**config.mk**
```make
export PLATFORM = sky130hd
export DESIGN_NAME = tssr_regs
export DESIGN_NICKNAME = d
export VERILOG_FILES = /design/src/rtl/tssr_pkg.sv /design/src/rtl/tssr_regs.sv
export SDC_FILE = /design/constraint.sdc
export NUM_CORES = 1
export LEC_CHECK = 0
export ABC_AREA = 1
export BUFFER_PORTS_ARGS = -buffer_cell sky130_fd_sc_hd__buf_2
export CORE_MARGIN = 4
export CORE_UTILIZATION = 46
export DETAILED_ROUTE_END_ITERATION = 16
export PLACE_DENSITY = 0.83
export REMOVE_ABC_BUFFERS = 1
export SLEW_MARGIN = 30
export SYNTH_ARGS = -nofsm -noshare
export SYNTH_HDL_FRONTEND = slang
export SYNTH_SLANG_ARGS = --single-unit
```
**constraint.sdc**
```tcl
create_clock -name clk -period 0.8 [get_ports clk]
set_clock_uncertainty 0.15 [all_clocks]
set_input_delay 0.08 -clock clk [delete_from_list [all_inputs] [get_ports clk]]
set_output_delay 0.08 -clock clk [all_outputs]
set_load 0.01 [all_outputs]
```
**src/rtl/tssr_pkg.sv**
```systemverilog
`timescale 1ns / 1ps

package tssr_pkg;

	localparam int LINE_WIDTH_DEF       = 160;
	localparam int SPRITES_PER_LINE_DEF = 10;
	localparam int SPRITE_COUNT_DEF     = 40;

	localparam int VM_AW     = 13;
	localparam int CFG_IDX_W = 3;
	localparam int SPR_IDX_W = 6;
	localparam int GROUP_W   = 6;

	localparam logic [1:0] OP_VRAM   = 2'd0;
	localparam logic [1:0] OP_OAM    = 2'd1;
	localparam logic [1:0] OP_RENDER = 2'd2;
	localparam logic [1:0] OP_UNUSED = 2'd3;

	localparam logic [CFG_IDX_W-1:0] REG_LCD_CONTROL = 3'd0;
	localparam logic [CFG_IDX_W-1:0] REG_SCROLL_X    = 3'd1;
	localparam logic [CFG_IDX_W-1:0] REG_SCROLL_Y    = 3'd2;
	localparam logic [CFG_IDX_W-1:0] REG_WINDOW_X    = 3'd3;
	localparam logic [CFG_IDX_W-1:0] REG_WINDOW_Y    = 3'd4;
	localparam logic [CFG_IDX_W-1:0] REG_BG_PAL      = 3'd5;
	localparam logic [CFG_IDX_W-1:0] REG_SPR_PAL_A   = 3'd6;
	localparam logic [CFG_IDX_W-1:0] REG_SPR_PAL_B   = 3'd7;

	localparam logic [7:0] WIN_Y_MAX = 8'd143;
	localparam logic [7:0] WIN_X_MIN = 8'd7;
	localparam logic [7:0] WIN_X_MAX = 8'd166;

	typedef struct packed {
		logic [7:0] lcd_control;
		logic [7:0] scroll_x;
		logic [7:0] scroll_y;
		logic [7:0] window_x;
		logic [7:0] window_y;
		logic [7:0] bg_palette;
		logic [7:0] sprite_palette_a;
		logic [7:0] sprite_palette_b;
	} cfg_t;

	typedef struct packed {
		logic                 clear;
		logic                 push;
		logic [7:0]           x;
		logic [SPR_IDX_W-1:0] idx;
	} sort_ctl_t;

	typedef enum logic [4:0] {
		ST_CLEAR,
		ST_IDLE,
		ST_PX_BEGIN,
		ST_PX_WIN,
		ST_F_MAP,
		ST_F_TILE,
		ST_F_LO,
		ST_F_HI,
		ST_PX_WRITE,
		ST_SC_SCAN,
		ST_SC_END,
		ST_SC_DONE,
		ST_SP_ATTR,
		ST_SP_ADDR,
		ST_SP_LO,
		ST_SP_HI,
		ST_SP_PRD,
		ST_SP_PWR,
		ST_OUT_RD,
		ST_OUT_WAIT,
		ST_OUT_LOAD
	} state_t;

	function automatic logic [1:0] shade(input logic [7:0] pal, input logic [1:0] c);
		return pal[{c, 1'b0} +: 2];
	endfunction

endpackage

```
**src/rtl/tssr_regs.sv**
```systemverilog
`timescale 1ns / 1ps

module tssr_regs (
	input  logic                           clk,
	input  logic                           arst_n,
	input  logic                           wr_en,
	input  logic [tssr_pkg::CFG_IDX_W-1:0] index,
	input  logic [7:0]                     wdata,
	output tssr_pkg::cfg_t                 cfg
);
	import tssr_pkg::*;

	cfg_t cfg_q;

	always_ff @(posedge clk or negedge arst_n) begin
		if (!arst_n) begin
			cfg_q <= '0;
		end else if (wr_en) begin
			case (index)
				REG_LCD_CONTROL: cfg_q.lcd_control      <= wdata;
				REG_SCROLL_X:    cfg_q.scroll_x         <= wdata;
				REG_SCROLL_Y:    cfg_q.scroll_y         <= wdata;
				REG_WINDOW_X:    cfg_q.window_x         <= wdata;
				REG_WINDOW_Y:    cfg_q.window_y         <= wdata;
				REG_BG_PAL:      cfg_q.bg_palette       <= wdata;
				REG_SPR_PAL_A:   cfg_q.sprite_palette_a <= wdata;
				REG_SPR_PAL_B:   cfg_q.sprite_palette_b <= wdata;
				default: begin
				end
			endcase
		end
	end

	assign cfg = cfg_q;
endmodule

```
==> out/metrics.yaml <==
utilization: 0.677
ant_nets: 0
worst_slack_ns: -0.318
crit_chain: "buf_2"
total_leakage_power_nw: 2.15
wl_mm: 7.17
ys_ff_latch: 64
crit_path_top_delay_cell: "dfrtp_1"
area_delta_synth_final_pct: 41.5
grt-ovfl-total: 0
crit_cells: 1
hold_violations: 64
critical_path.top_delay_family: "flip-flops"
ys_types: 11
cts_buffers: 9
hold_buffers: 1
pin_count: 78
start_util: 0.479
stdcell_area_mm2: 0.00378
die-width_um: 84.2
ys_warn_count: 0
final_cell_mix: "nand2_1, buf_2, dfrtp_1, nand2_2, nand3_1"
grt_pass1_wl_mm: 11.1
setup_viol_count_final: 98
cp_max_fo: 2
cts_tree: "yes"
rsz0062_at_grt: "true"
syn_area_mm2: 0.00267
slew_viol_final: 0
n_fill_cell: 456
grt_usage: 0.202
ir_drop_uv: 1350
yosysTopAreaCellShare: 0.600
timing.final.crit_share: 1.40
pwr-share-comb: 0.292
htreeDepth: 3
status: "finished with violations"
nets: 434
tightest_slew_ns: 0.305
worstPathArrival_ns: 0.89
p_int_w: 0.00650
slew_headroom: 0.797
synth_area_leaders: "dfrtp_1, nand2_1, nand3_1"
min_period_ns: 1.12
ff2ff_path_depth: 4
reg2reg_from: "cfg[1]$_DFFE_PN0P_"
clk_pin_slew_ns: 0.06
start_kind: "register"
synth_top_area_cell: "dfrtp_1"
cts_buffer_depth: 2
grt_pass1_vias: 2217
crit_buf_inv: 1
power.density_mw_per_mm2: 2460
slowest_delay_ns: 0.41
hpwl_mm: 4.52
cts_root_buffer: "clkbuf_8"
clock-sinks: 64
antennaDiodeCount: 0
max_freq_mhz: 894
p_sw_w: 0.00279
finalSetupTns_ns: -20.84
hold_path.class: "in -> reg"
port_buffers: 77
crit_start: "cfg[5]$_DFFE_PN0P_"
grt_start_max_net_pins: 37
dr_total_vias: 2353
drt_iter0_markers: 133
insertion_delay_ns: 0.33
row_count: 27
power_frac_seq: 0.457
via_per_inst: 4.76
cp.required_ns: 0.57
netlist_instances: 295
wl_per_cell_um: 14.5
core_mm2: 0.00557
yosysSeqAreaShare: 0.600
die_h_um: 84.2
antenna_found_initial: 0
swShare: 0.300
drive_gt1_frac: 0.434
largest_reg_flops: 64
max-cap-violations: 0
r2r_slack_ns: -0.19
r2r_end: "cfg[1]$_DFFE_PN0P_"
place_area_mm2: 0.00308
drc: 0
dieArea_mm2: 0.00708
dr.pass1.iters: 4
layout_commonest_cell: "nand2_1"
endpoint: "cfg[5]"
violations: "hold timing, setup timing"
criticalPathCategory: "reg -> out"
crit_path_end_kind: "output pin"
hold_ws_ns: -0.0724
place_congestion: 0.830
syn_area_per_cell_um2: 9.05
pwr-share-clk: 0.252
-- synthesized netlist by cell type --
library cell / count
nand2_1: 173
dfrtp_1: 64
nand3_1: 32
bufbuf_8: 8
inv_1: 6
nor2_1: 4
buf_2: 2
nor2_2: 2
nor2_4: 2
buf_6: 1
clkbuf_8: 1
-- cell type report --
type                            instances  area (µm²)  area share
Inverter                                6        25.0     0.00663
Multi-Input combinational cell        213         977       0.259
Clock buffer                           12         155      0.0411
Tap cell                               72        90.1      0.0239
Timing Repair Buffer                  126         922       0.244
Clock inverter                          1        5.00     0.00133
Sequential cell                        64        1600       0.424
-- worst min-delay path by stage --
| stage | depth (start not counted) | from | end |
|---|---|---|---|
| 2_1_floorplan | 0 | arst_n | cfg[0]$_DFFE_PN0P_ |
| 3_3_place_gp | 2 | arst_n | cfg[55]$_DFFE_PN0P_ |
| 3_5_place_dp | 2 | arst_n | cfg[50]$_DFFE_PN0P_ |
| 4_1_cts | 3 | wdata[6] | cfg[22]$_DFFE_PN0P_ |
| 5_1_grt | 3 | wdata[3] | cfg[3]$_DFFE_PN0P_ |
| 6_report | 3 | wdata[6] | cfg[22]$_DFFE_PN0P_ |
-- repair_timing --
item,in CTS,in global routing
pin swaps,4,28
gates resized for setup,7,70
setup buffers,24,22
setup endpoints to repair,73,112
endpoints found under the hold margin,128,64
-- cell families after synthesis --
family / synth area share
buffers and inverters: 0.0778
flip-flops: 0.600
AND/OR/NAND/NOR: 0.322
-- per-layer routing --
layer,GRT usage,share of wire
met1,0.282,0.44
met3,0.0500,0.066
met4,0.0892,0.023
met5,0,0
met2,0.299,0.47
-- stage by stage --
stage / setup slack, ns / instances / total power (W)
detailed placement: -0.375 / 443 / 0.00609
global placement: -0.353 / 443 / 0.00603
global route: -0.349 / 494 / 0.00978
floorplan: -0.561 / 283 / 0.00505
CTS: -0.320 / 481 / 0.00876
finish: -0.318 / 494 / 0.00928
-- power groups by stage --
stage               logic, W  clock network [W]  registers (W)
floorplan           0.000551                  0        0.00450
global placement     0.00181                  0        0.00423
detailed placement   0.00186                  0        0.00423
CTS                  0.00222            0.00238        0.00417
global route         0.00296            0.00252        0.00430
finish               0.00271            0.00234        0.00424
(Power assumes the default switching activity.)
