**src/rtl/tssr_pkg.sv**
```systemverilog
`timescale 1ns / 1ps

package tssr_pkg;

	localparam int LINE_WIDTH_DEF       = 160;
	localparam int SPRITES_PER_LINE_DEF = 10;
	localparam int SPRITE_COUNT_DEF     = 40;

	localparam int VM_AW     = 13;
	localparam int CFG_IDX_W = 3;
	localparam int SPR_IDX_W = 6;
	localparam int GROUP_W   = 6;

	localparam logic [1:0] OP_VRAM   = 2'd0;
	localparam logic [1:0] OP_OAM    = 2'd1;
	localparam logic [1:0] OP_RENDER = 2'd2;
	localparam logic [1:0] OP_UNUSED = 2'd3;

	localparam logic [CFG_IDX_W-1:0] REG_LCD_CONTROL = 3'd0;
	localparam logic [CFG_IDX_W-1:0] REG_SCROLL_X    = 3'd1;
	localparam logic [CFG_IDX_W-1:0] REG_SCROLL_Y    = 3'd2;
	localparam logic [CFG_IDX_W-1:0] REG_WINDOW_X    = 3'd3;
	localparam logic [CFG_IDX_W-1:0] REG_WINDOW_Y    = 3'd4;
	localparam logic [CFG_IDX_W-1:0] REG_BG_PAL      = 3'd5;
	localparam logic [CFG_IDX_W-1:0] REG_SPR_PAL_A   = 3'd6;
	localparam logic [CFG_IDX_W-1:0] REG_SPR_PAL_B   = 3'd7;

	localparam logic [7:0] WIN_Y_MAX = 8'd143;
	localparam logic [7:0] WIN_X_MIN = 8'd7;
	localparam logic [7:0] WIN_X_MAX = 8'd166;

	typedef struct packed {
		logic [7:0] lcd_control;
		logic [7:0] scroll_x;
		logic [7:0] scroll_y;
		logic [7:0] window_x;
		logic [7:0] window_y;
		logic [7:0] bg_palette;
		logic [7:0] sprite_palette_a;
		logic [7:0] sprite_palette_b;
	} cfg_t;

	typedef struct packed {
		logic                 clear;
		logic                 push;
		logic [7:0]           x;
		logic [SPR_IDX_W-1:0] idx;
	} sort_ctl_t;

	typedef enum logic [4:0] {
		ST_CLEAR,
		ST_IDLE,
		ST_PX_BEGIN,
		ST_PX_WIN,
		ST_F_MAP,
		ST_F_TILE,
		ST_F_LO,
		ST_F_HI,
		ST_PX_WRITE,
		ST_SC_SCAN,
		ST_SC_END,
		ST_SC_DONE,
		ST_SP_ATTR,
		ST_SP_ADDR,
		ST_SP_LO,
		ST_SP_HI,
		ST_SP_PRD,
		ST_SP_PWR,
		ST_OUT_RD,
		ST_OUT_WAIT,
		ST_OUT_LOAD
	} state_t;

	function automatic logic [1:0] shade(input logic [7:0] pal, input logic [1:0] c);
		return pal[{c, 1'b0} +: 2];
	endfunction

endpackage

```
**src/rtl/tssr_sprite_sort.sv**
```systemverilog
`timescale 1ns / 1ps

module tssr_sprite_sort #(
	parameter int SPRITES_PER_LINE = tssr_pkg::SPRITES_PER_LINE_DEF
) (
	input  logic                                  clk,
	input  logic                                  arst_n,
	input  tssr_pkg::sort_ctl_t                   ctl,
	input  logic [((SPRITES_PER_LINE > 1) ? $clog2(SPRITES_PER_LINE) : 1)-1:0] rd_sel,
	output logic [tssr_pkg::SPR_IDX_W-1:0]        rd_idx,
	output logic [$clog2(SPRITES_PER_LINE+1)-1:0] count
);
	import tssr_pkg::*;

	localparam int CW = $clog2(SPRITES_PER_LINE + 1);

	logic                 vld_q [SPRITES_PER_LINE];
	logic [7:0]           x_q   [SPRITES_PER_LINE];
	logic [SPR_IDX_W-1:0] id_q  [SPRITES_PER_LINE];
	logic                 le    [SPRITES_PER_LINE];
	logic [CW-1:0]        count_q;

	// Cells stay sorted by x; a new entry goes after all entries with equal x.
	always_comb begin
		for (int k = 0; k < SPRITES_PER_LINE; k++) begin
			le[k] = vld_q[k] && (x_q[k] <= ctl.x);
		end
	end

	always_ff @(posedge clk or negedge arst_n) begin
		if (!arst_n) begin
			for (int k = 0; k < SPRITES_PER_LINE; k++) begin
				vld_q[k] <= 1'b0;
			end
			count_q <= '0;
		end else if (ctl.clear) begin
			for (int k = 0; k < SPRITES_PER_LINE; k++) begin
				vld_q[k] <= 1'b0;
			end
			count_q <= '0;
		end else if (ctl.push) begin
			for (int k = 0; k < SPRITES_PER_LINE; k++) begin
				if (!le[k]) begin
					if (k == 0) begin
						vld_q[k] <= 1'b1;
					end else if (le[k-1]) begin
						vld_q[k] <= 1'b1;
					end else begin
						vld_q[k] <= vld_q[k-1];
					end
				end
			end
			if (count_q != CW'(SPRITES_PER_LINE)) begin
				count_q <= count_q + 1'b1;
			end
		end
	end

	always_ff @(posedge clk) begin
		if (ctl.push && !ctl.clear) begin
			for (int k = 0; k < SPRITES_PER_LINE; k++) begin
				if (!le[k]) begin
					if (k == 0) begin
						x_q[k]  <= ctl.x;
						id_q[k] <= ctl.idx;
					end else if (le[k-1]) begin
						x_q[k]  <= ctl.x;
						id_q[k] <= ctl.idx;
					end else begin
						x_q[k]  <= x_q[k-1];
						id_q[k] <= id_q[k-1];
					end
				end
			end
		end
	end

	assign rd_idx = id_q[rd_sel];
	assign count  = count_q;
endmodule

```
**config.mk**
```make
export PLATFORM = sky130hd
export DESIGN_NAME = tssr_sprite_sort
export DESIGN_NICKNAME = d
export VERILOG_FILES = /design/src/rtl/tssr_pkg.sv /design/src/rtl/tssr_sprite_sort.sv
export SDC_FILE = /design/constraint.sdc
export NUM_CORES = 1
export LEC_CHECK = 0
export BUFFER_PORTS_ARGS = -buffer_cell sky130_fd_sc_hd__buf_2
export CAP_MARGIN = 20
export CORE_ASPECT_RATIO = 1.2
export CORE_UTILIZATION = 35
export DETAILED_ROUTE_END_ITERATION = 10
export REMOVE_ABC_BUFFERS = 1
export SYNTH_ARGS = -nofsm -noshare
export SYNTH_HDL_FRONTEND = slang
export SYNTH_SLANG_ARGS = --single-unit
```
**constraint.sdc**
```tcl
create_clock -name clk -period 5 [get_ports clk]
set_input_delay 1 -clock clk [delete_from_list [all_inputs] [get_ports clk]]
set_output_delay 1 -clock clk [all_outputs]
set_load 0.03 [all_outputs]
```
==> impl_results.md, run 1 <==
- Status: finished clean
- First-pass GRT wire length: 32100 um
- I/O pin count: 32
- # setup viols final: 0
- Slew Limit Fails: 0
- Max Freq: ~0.26 GHz
- Pwr per Cell Area: 325 mW/mm^2
- CP max-delay cell: mux4_2
- Final-report hold violation count: 0
- Switching Share: 0.251
- Gpl congestion: 0.818
- Num Clock Sinks: 154
- Largest area contributor in the netlist: edfxtp_1
- CP arrival: 2.82 ns
- Placed Instances: 984
- Core Area: 0.0247 sq mm
- Worst Setup Path Type: in -> out
- Detailed-router iteration count before antenna repair: 4
- Leak: 0.00368 uW
- Top cells by area, synth: edfxtp_1, mux2_2, ha_1
- Skew final: roughly 0.011 ns
- Max Cap Violations: 0
- Logic pwr share: 0.130
- Std-Cell Rows: 63
- Crit end category: primary output
- Die span in x: about 150 um
- Final worst slack: 1.18 ns
- Syn Inst Count: 639
- Routed via count: 5387
- Vias in the first global route: 5773
- WP buf/inv: 2
- Sequential-to-total area share from yosys stat: 0.518
- Die Y: 176 um
- DP HPWL: approximately 15000 um
- Root Buffer: clkbuf_16
- CTS tree: done
- Worst min path class: in -> async
- Reg clk slew, reported paths: 0.06 ns
- Startpoint Class: primary input
- Worst path top cell family by delay: buffers and inverters
- Most instantiated library cell after synthesis: edfxtp_1
- Port bufs: 31
- Final antenna diode count: 0
- Setup tns final: 0 ns
- Top-area cell type share of the netlist area: 0.478
- Post-synth EDFFs: 140
- CP Max Fanout: 18
- Via density per instance: 5.31
- Initial core utilization: 0.356
- Min cycle time layout: 3.82 ns
- Setup bufs post-CTS: 0
- Netlist cell types: 38
- CTS Buf Count: 17
- Layout area overhead: 12.5%
- Residual DRC count: 0
- Primary FF master, synth: edfxtp_1
- Critical Path Most Common Cell: buf_2
- Fin nets: 782
- Period utilisation layout: 0.763
- Worst VDD drop: 0.211 mV
- CP cell instances: buf_2 > mux4_2 > nor2b_1 > a211oi_1 > a21oi_1 > buf_2
- Die Area: 0.0258 sq mm
- H-tree level count: 4
- Final ANT Viol Nets: 0
- Clk pwr share: 0.397
- Largest net degree at the start of global routing: 21
- Int Power: 2400 uW
- Avg Inst Size Synth: 13.8 sq um
- RSZ-0062 raised after global routing: no
- Cts hold-fix bufs: 0
- Slew at the pin closest to its max-slew limit: 0.879 ns
- Synth top cells by count: edfxtp_1, mux2_2, ha_1
- Async SR Flop Fraction: 0.0909
- Post-CTS sizing: 0
- Initial detailed-routing violation count: 309
- Warning count from the yosys run: 0
- Dpl ws: between 1 and 1.5 ns
- Max-slew headroom: 0.413
- WHS: between 0.4 and 0.5 ns
- Drt wl/cell: 19.5 um
- Switch Pwr: 807 uW
- Sequential share of power: 0.473
- Worst path required time: 4.00 ns
- GRT Total Usage: 0.163
- Finished Layout Cells: approximately 1000
- Routed Wire Length: 19800 um
- Cell area after synthesis: 0.00879 sq mm
- Antenna violations before repair: 0
- Flop and latch count out of synthesis: 154
- Total grt overflow: 0
- Max clock buf depth: 2
- Final core utilization: 0.401
- Clk_lat worst skew: ~0.43 ns
- Ratio of cells with drive above 1 in the final layout: 0.320
- Worst path max stage delay: 0.60 ns
[layout by cell type, fill, tap and decap left out, types with 2 or more instances in the layout]
master / n
edfxtp_1: 140
a211oi_1: 8
nor2_1: 25
a21o_1: 3
o21a_1: 4
o211ai_1: 7
ha_1: 82
mux2_2: 126
a22oi_1: 4
nor3b_2: 2
inv_1: 27
nor3b_1: 3
mux4_2: 12
clkinv_1: 3
buf_4: 14
o21ai_0: 14
nand2_1: 18
nand2b_1: 8
inv_6: 3
nor2b_1: 16
a21oi_1: 52
clkbuf_16: 17
and4b_1: 2
nand4_1: 20
dfrtp_1: 14
nor2_2: 3
o31ai_2: 2
bufinv_16: 2
o31ai_1: 6
mux2i_1: 6
clkinv_4: 3
buf_2: 31
[final cells by class]
type                       count  area (sq um)
clock buffer                  17           425
sequential                   154          4550
timing repair buffer          45           260
clock inverter                14           148
inverter                      27           101
multi-input combinational    433          3990
fill                        2262         14800
tap                          325           407
[power by group through the flow]
| stage | clock network (uW) | logic [uW] | registers, uW |
|---|---|---|---|
| 6_report | 1270 | 416 | 1520 |
| 5_1_grt | 1350 | 460 | 1530 |
| 4_1_cts | 1290 | 421 | 1520 |
| 3_5_place_dp | 0 | 418 | 1550 |
| 3_3_place_gp | 0 | 403 | 1540 |
| 2_1_floorplan | 0 | 276 | 1530 |
[stage by stage]
step                power (uW)  area (sq um)
finish                    3210          9890
global route              3330          9890
CTS                       3230          9890
detailed placement        1970          9320
global placement          1950          9320
floorplan                 1810          8640
[flip-flops by register name (all words and copies together), names as in the netlist]
name   flops
count      4
id_q      60
vld_q     10
x_q       80
[cell families after synthesis]
kind of cell | synth area share
xor gates and xnor gates | 0.00199
DFF | 0.518
AOI/OAI and AO/OA | 0.0753
buffers and inverters | 0.0280
adders and majority gates | 0.117
and+or+nand+nor | 0.0606
muxes | 0.199
[routing by layer]
metal | vias up | part of all wire | track usage | routed length [um]
li1 | 2561 | - | - | -
met4 | 0 | 0.0092 | 0.0469 | 182
met5 | - | 0 | 0 | 0
met3 | 14 | 0.035 | 0.0358 | 686
met1 | 2710 | 0.44 | 0.204 | 8770
met2 | 102 | 0.51 | 0.280 | 10200
[worst register-to-register path: stages, from the launching register on]
cell	delay, ns
edfxtp_1	0.38
ha_1	0.31
and4b_1	0.21
a211oi_1	0.30
o221ai_1	0.20
o21ai_0	0.18
a21o_1	0.30
buf_4	0.24
mux2_2	0.36
[worst paths after layout]
kind                            start          to  slack (ns)  depth (start not counted)
setup reg to reg           x_q[4][10]  id_q[9][5]        2.27                          8
setup / recovery            rd_sel[0]   rd_idx[4]        1.18                          6
min in group clk             vld_q[4]    vld_q[3]        0.56                          2
hold / removal                 arst_n    vld_q[8]        0.47                          1
max in group asynchronous      arst_n    vld_q[0]        4.27                          1
hold reg to reg              vld_q[4]    vld_q[3]        0.56                          2
Power figures use the tool's default switching activity.
==> run 2, diff against run 1 <==
Settings changed: ABC_AREA from default to 1.
Clock period 5 ns to 3.5 ns, I/O delays scaled along.
==> run 2 against run 1 <==
  * Power rose by 50%
  * Sequential share of layout area shrank 4.0 points
  * Highest routed layer unchanged
  * Largest power group unchanged
  * Routed wire length up 19%
==> impl_results.md, run 2 <==
- R2R depth: 10
- Area of the multi-input gates: 0.00441 sq mm
- Fin nets: approximately 1200
- Synth top cells by count: nand2_1, edfxtp_1, nand4_1
- Layout fillers: 2676
- Worst Setup Path Type: in -> out
- Crit end category: primary output
- First-pass GRT wire length: ~39000 um
- Async SR Flop Fraction: 0.0909
- Residual DRC count: 0
- Syn Inst Count: 1086
- Layout area overhead: 10.4%
- Initial detailed-routing violation count: about 430
- Primary FF master, synth: edfxtp_1
- Status: finished clean
- Cell area after synthesis: 0.00981 sq mm
- Die span in x: between 150 and 200 um
- Die Y: 185 um
- Clk_lat worst skew: 0.43 ns
- Antenna violations before repair: 0
- Worst path required time: ~2.8 ns
- Num Clock Sinks: 154
- # setup viols final: 0
- CTS Buf Count: 17
- Clk pwr share: 0.403
- Reg clk slew, reported paths: 0.06 ns
- Int Power: 3500 uW
- Startpoint Class: primary input
- RSZ-0062 raised after global routing: no
- Setup tns final: 0 ns
- Final ANT Viol Nets: 0
- Final-report hold violation count: 0
- Top-area cell type share of the netlist area: 0.428
- CTS tree: done
- Max-slew headroom: 0.550
- Warning count from the yosys run: 0
- Reg-to-reg slack, setup: 1.26 ns
- WHS: 0.208 ns
- R2R Path End: x_q[1][10]
- Top cells by area, synth: edfxtp_1, nand2_1, ha_1
- DP HPWL: 17300 um
- Sequential share of power: 0.455
- Leak: approximately 0.005 uW
- Worst VDD drop: 0.320 mV
- Cts hold-fix bufs: 0
- Core Area: ~0.027 sq mm
- Pwr per Cell Area: 444 mW/mm^2
- Avg Inst Size Synth: approximately 9 sq um
- Die Area: ~0.029 sq mm
- Post-CTS sizing: 0
- Largest registers: x_q (80), id_q (60), vld_q (10)
- Initial core utilization: 0.359
- CP arrival: 2.20 ns
- Slew at the pin closest to its max-slew limit: 0.674 ns
- Via density per instance: 5.12
- Routed via count: 7618
- Seq. cell area: 0.00455 sq mm
- Max clock buf depth: 2
- Drt wl/cell: between 15 and 20 um
- Commonest cells after routing, fill and taps aside: nand2_1, edfxtp_1, nand4_1
- Logic pwr share: 0.142
- Vias in the first global route: ~7600
- Max Freq: 0.345 GHz
- Slew Limit Fails: 0
- I/O pin count: 32
- Switch Pwr: 1300 uW
- Largest area contributor in the netlist: edfxtp_1
- CP Max Fanout: 28
- GRT Total Usage: 0.173
- Max Cap Violations: 0
- Skew final: ~0.010 ns
- Port bufs: 31
- Total grt overflow: 0
- Worst min path class: in -> async
- Final antenna diode count: 0
- Number of flip-flops under the largest register name: 80
- Top reg by flops: x_q
- Most instantiated library cell after synthesis: nand2_1
- Period utilisation layout: 0.828
- Post-synth EDFFs: 140
- Std-Cell Rows: 66
- Gpl congestion: roughly 0.81
- Largest net degree at the start of global routing: 42
- Flop and latch count out of synthesis: 154
- Netlist cell types: 30
- Routed Wire Length: 23700 um
- H-tree level count: 4
- Min cycle time layout: 2.90 ns
- Setup bufs post-CTS: 0
- Sequential-to-total area share from yosys stat: 0.464
- Detailed-router iteration count before antenna repair: 7
- Switching Share: 0.271
- Root Buffer: clkbuf_16
- Ratio of cells with drive above 1 in the final layout: 0.126
- FF-to-FF Start: x_q[1][15]
- Most common cell after layout, fill and taps aside: nand2_1
-- run 2: power by group through the flow --
stage	registers, uW	logic [uW]	clock network, uW
5_1_grt	2190	786	2030
6_report	2180	682	1940
4_1_cts	2180	692	1970
3_5_place_dp	2220	689	0
3_3_place_gp	2220	671	0
2_1_floorplan	2210	447	0
-- run 2: kinds of logic (layout without fill, tap and decap cells) --
logic type	after synthesis	after routing	share of synthesized area
XOR/XNOR	1	1	0.000893
multiplexers	14	14	0.0143
AO/OA/AOI/OAI	95	95	0.0566
flip-flops	154	154	0.464
AND/OR/NAND/NOR	579	579	0.273
adder cells (fa/ha/maj)	82	82	0.105
buffers and inverters	161	190	0.0871
-- run 2: worst max path at each step --
stage | from | to | cells after the start
finish | rd_sel[0] | rd_idx[2] | 7
floorplan | ctl[14] | id_q[0][0] | 4
global route | rd_sel[0] | rd_idx[2] | 7
CTS | rd_sel[0] | rd_idx[5] | 7
detailed placement | ctl[13] | x_q[4][11] | 13
global placement | ctl[13] | x_q[4][9] | 13
-- run 2: metal layers --
| metal | track usage | wire length, um |
|---|---|---|
| met1 | 0.196 | 10000 |
| met2 | 0.328 | 12500 |
| met3 | 0.0262 | 720 |
| met4 | 0.0543 | 398 |
| met5 | 0 | 0 |
-- run 2: cell type report --
cell class / instances / area share
sequential: 154 / 0.420
timing repair buffer: 70 / 0.0425
multi-input combinational: 771 / 0.407
tap: 374 / 0.0432
inverter: 88 / 0.0305
clock buffer: 17 / 0.0393
clock inverter: 15 / 0.0173
-- run 2: per-stage QoR --
stage / worst slack [ns] / total power (uW) / area [sq um] / utilization / std cells
2_1_floorplan: 0.447 / 2660 / 9290 / - / 1013
3_3_place_gp: 0.443 / 2890 / 10200 / 0.374 / 1457
5_1_grt: 0.318 / 5010 / 10800 / 0.396 / 1489
6_report: 0.603 / 4800 / 10800 / 0.396 / 1489
4_1_cts: 0.602 / 4840 / 10800 / 0.396 / 1489
3_5_place_dp: 0.421 / 2910 / 10200 / 0.374 / 1457
-- run 2: worst max-delay path, stage by stage --
cell	delay (ns)
buf_2	0.47
a21oi_1	0.14
o21ai_0	0.12
o21ai_0	0.18
o211ai_1	0.29
nand2_1	0.10
buf_2	0.19
==> run 3, diff against run 2 <==
Clock period 3.5 ns to 2.8 ns, I/O delays scaled along.
==> run 3 against run 2 <==
  * Count of clock-buffer cells in the layout is the same
  * Combinational power increased by 27%
  * Clock power rose by 30%
  * Utilization rose by 0.82 points
  * Flip-flop and latch count did not move
  * Die area stayed put
  * Worst setup slack worse by 0.40 ns
  * Sequential power is 25% higher
  * Register-to-register slack got worse by 0.67 ns
  * Design area is 2.1% higher
  * First-iteration DRC count rose by 32%
  * Final cell count is 1.1% higher
  * Critical path type unchanged
  * Critical endpoint is now rd_idx[5]
==> impl_results.md, run 3 (synthesized netlist as in run 2, its figures left out) <==
- Final-report hold violation count: 0
- Min cycle time layout: around 2.6 ns
- Reg-to-reg slack, setup: 0.59 ns
- CTS Buf Count: 17
- Max Cap Violations: 0
- Std-Cell Rows: 66
- Clk_lat worst skew: 0.45 ns
- Die Y: about 190 um
- Sequential share of power: 0.445
- Worst path required time: 2.24 ns
- Initial core utilization: 0.359
- Via density per instance: 5.11
- Fin nets: between 1000 and 1500
- Final ANT Viol Nets: 0
- Setup tns final: 0 ns
- CTS tree: done
- Port bufs: 31
- Setup bufs post-CTS: 0
- Pwr per Cell Area: 554 mW/mm^2
- Core Area: 0.0273 sq mm
- Worst Setup Path Type: in -> out
- Switching Share: 0.268
- RSZ-0062 raised after global routing: no
- Post-CTS sizing: 0
- Crit end category: primary output
- Worst path top cell family by delay: buffers and inverters
- Reg clk slew, reported paths: 0.06 ns
- I/O pin count: 32
- Initial detailed-routing violation count: between 500 and 600
- Antenna violations before repair: 0
- Slew at the pin closest to its max-slew limit: ~0.58 ns
- Dpl ws: 0.0432 ns
- Top reg by flops: x_q
- Leak: 0.00510 uW
- Period utilisation layout: 0.928
- Max-slew headroom: 0.612
- Worst path max stage delay: 0.39 ns
- Residual DRC count: 0
- Worst VDD drop: 0.452 mV
- Finished Layout Cells: 1506
- Vias in the first global route: just under 8000
- H-tree level count: 4
- Slew Limit Fails: 0
- Die Area: around 0.029 sq mm
- Overall Power: just over 6000 uW
- GRT Total Usage: 0.171
- Cts hold-fix bufs: 0
- Final antenna diode count: 0
- CP Max Fanout: 22
- Routed via count: 7695
- Logic pwr share: 0.141
- Status: finished clean
- First-pass GRT wire length: between 30000 and 40000 um
- Number of flip-flops under the largest register name: 80
- Final core utilization: 0.404
- Largest net degree at the start of global routing: 39
- Switch Pwr: about 1600 uW
- Die span in x: 155 um
- Num Clock Sinks: roughly 150
- Largest registers: x_q (80), id_q (60), vld_q (10)
- Worst min path class: in -> async
- CP cell instances: buf_2 > buf_4 > mux2i_1 > o211ai_1 > o211ai_1 > nand2_1 > buf_2
- DP HPWL: 17300 um
- Most common cell after layout, fill and taps aside: nand2_1
- WP buf/inv: 3
- Total grt overflow: 0
- Layout area overhead: 12.6%
- Placed Instances: 1474
- Skew final: between 0.01 and 0.015 ns
- Drt wl/cell: 15.3 um
- Startpoint Class: primary input
- Ratio of cells with drive above 1 in the final layout: 0.139
- Gpl congestion: slightly above 0.8
- # setup viols final: 0
- Detailed-router iteration count before antenna repair: 5
- Clk pwr share: 0.414
- Max Freq: 0.385 GHz
- Commonest cells after routing, fill and taps aside: nand2_1, edfxtp_1, nand4_1
- Max clock buf depth: 2
- Root Buffer: clkbuf_16
- CP arrival: just over 2 ns
- Final worst slack: just over 0.2 ns
- CP max-delay cell: buf_2
- Routed Wire Length: between 20000 and 25000 um
- Int Power: between 4000 and 5000 uW
run 3: area by class of cell:
class	instances	area [sq um]
multi-input cells	771	4410
fillers	2661	16300
flip-flops and latches	154	4550
repair buffers	87	663
clock inverters	15	209
well taps	374	468
clock buffers	17	425
inverters	88	330
run 3: power by group through the flow:
stage	logic [uW]	clock network (uW)	registers [uW]
floorplan	558	0	2760
global placement	849	0	2780
detailed placement	872	0	2780
CTS	877	2560	2730
global route	995	2650	2740
finish	864	2530	2730
run 3: worst paths after layout:
kind	cells past startpoint	endpoint	start
worst max-delay path	7	rd_idx[5]	rd_sel[0]
worst min-delay path	1	vld_q[8]	arst_n
worst max register to register	11	x_q[4][12]	x_q[4][7]
worst min register to register	1	count[0]	count[0]
max in group asynchronous	1	vld_q[1]	arst_n
min in group clk	2	count[3]	ctl[15]
run 3: routing by layer:
layer	global-route usage	vias to the layer above	routed length, um
met3	0.0276	36	683
met5	0	-	0
met2	0.325	133	12200
li1	-	3849	-
met4	0.0626	0	481
met1	0.190	3677	9740
run 3: through the flow:
stage | hold WS, ns | instance area [sq um]
after global routing | 0.0821 | 11100
after global placement | 0.528 | 10400
final | 0.0472 | 11100
after floorplan | 0.264 | 9290
after detailed placement | 0.529 | 10400
after CTS | 0.0718 | 11100
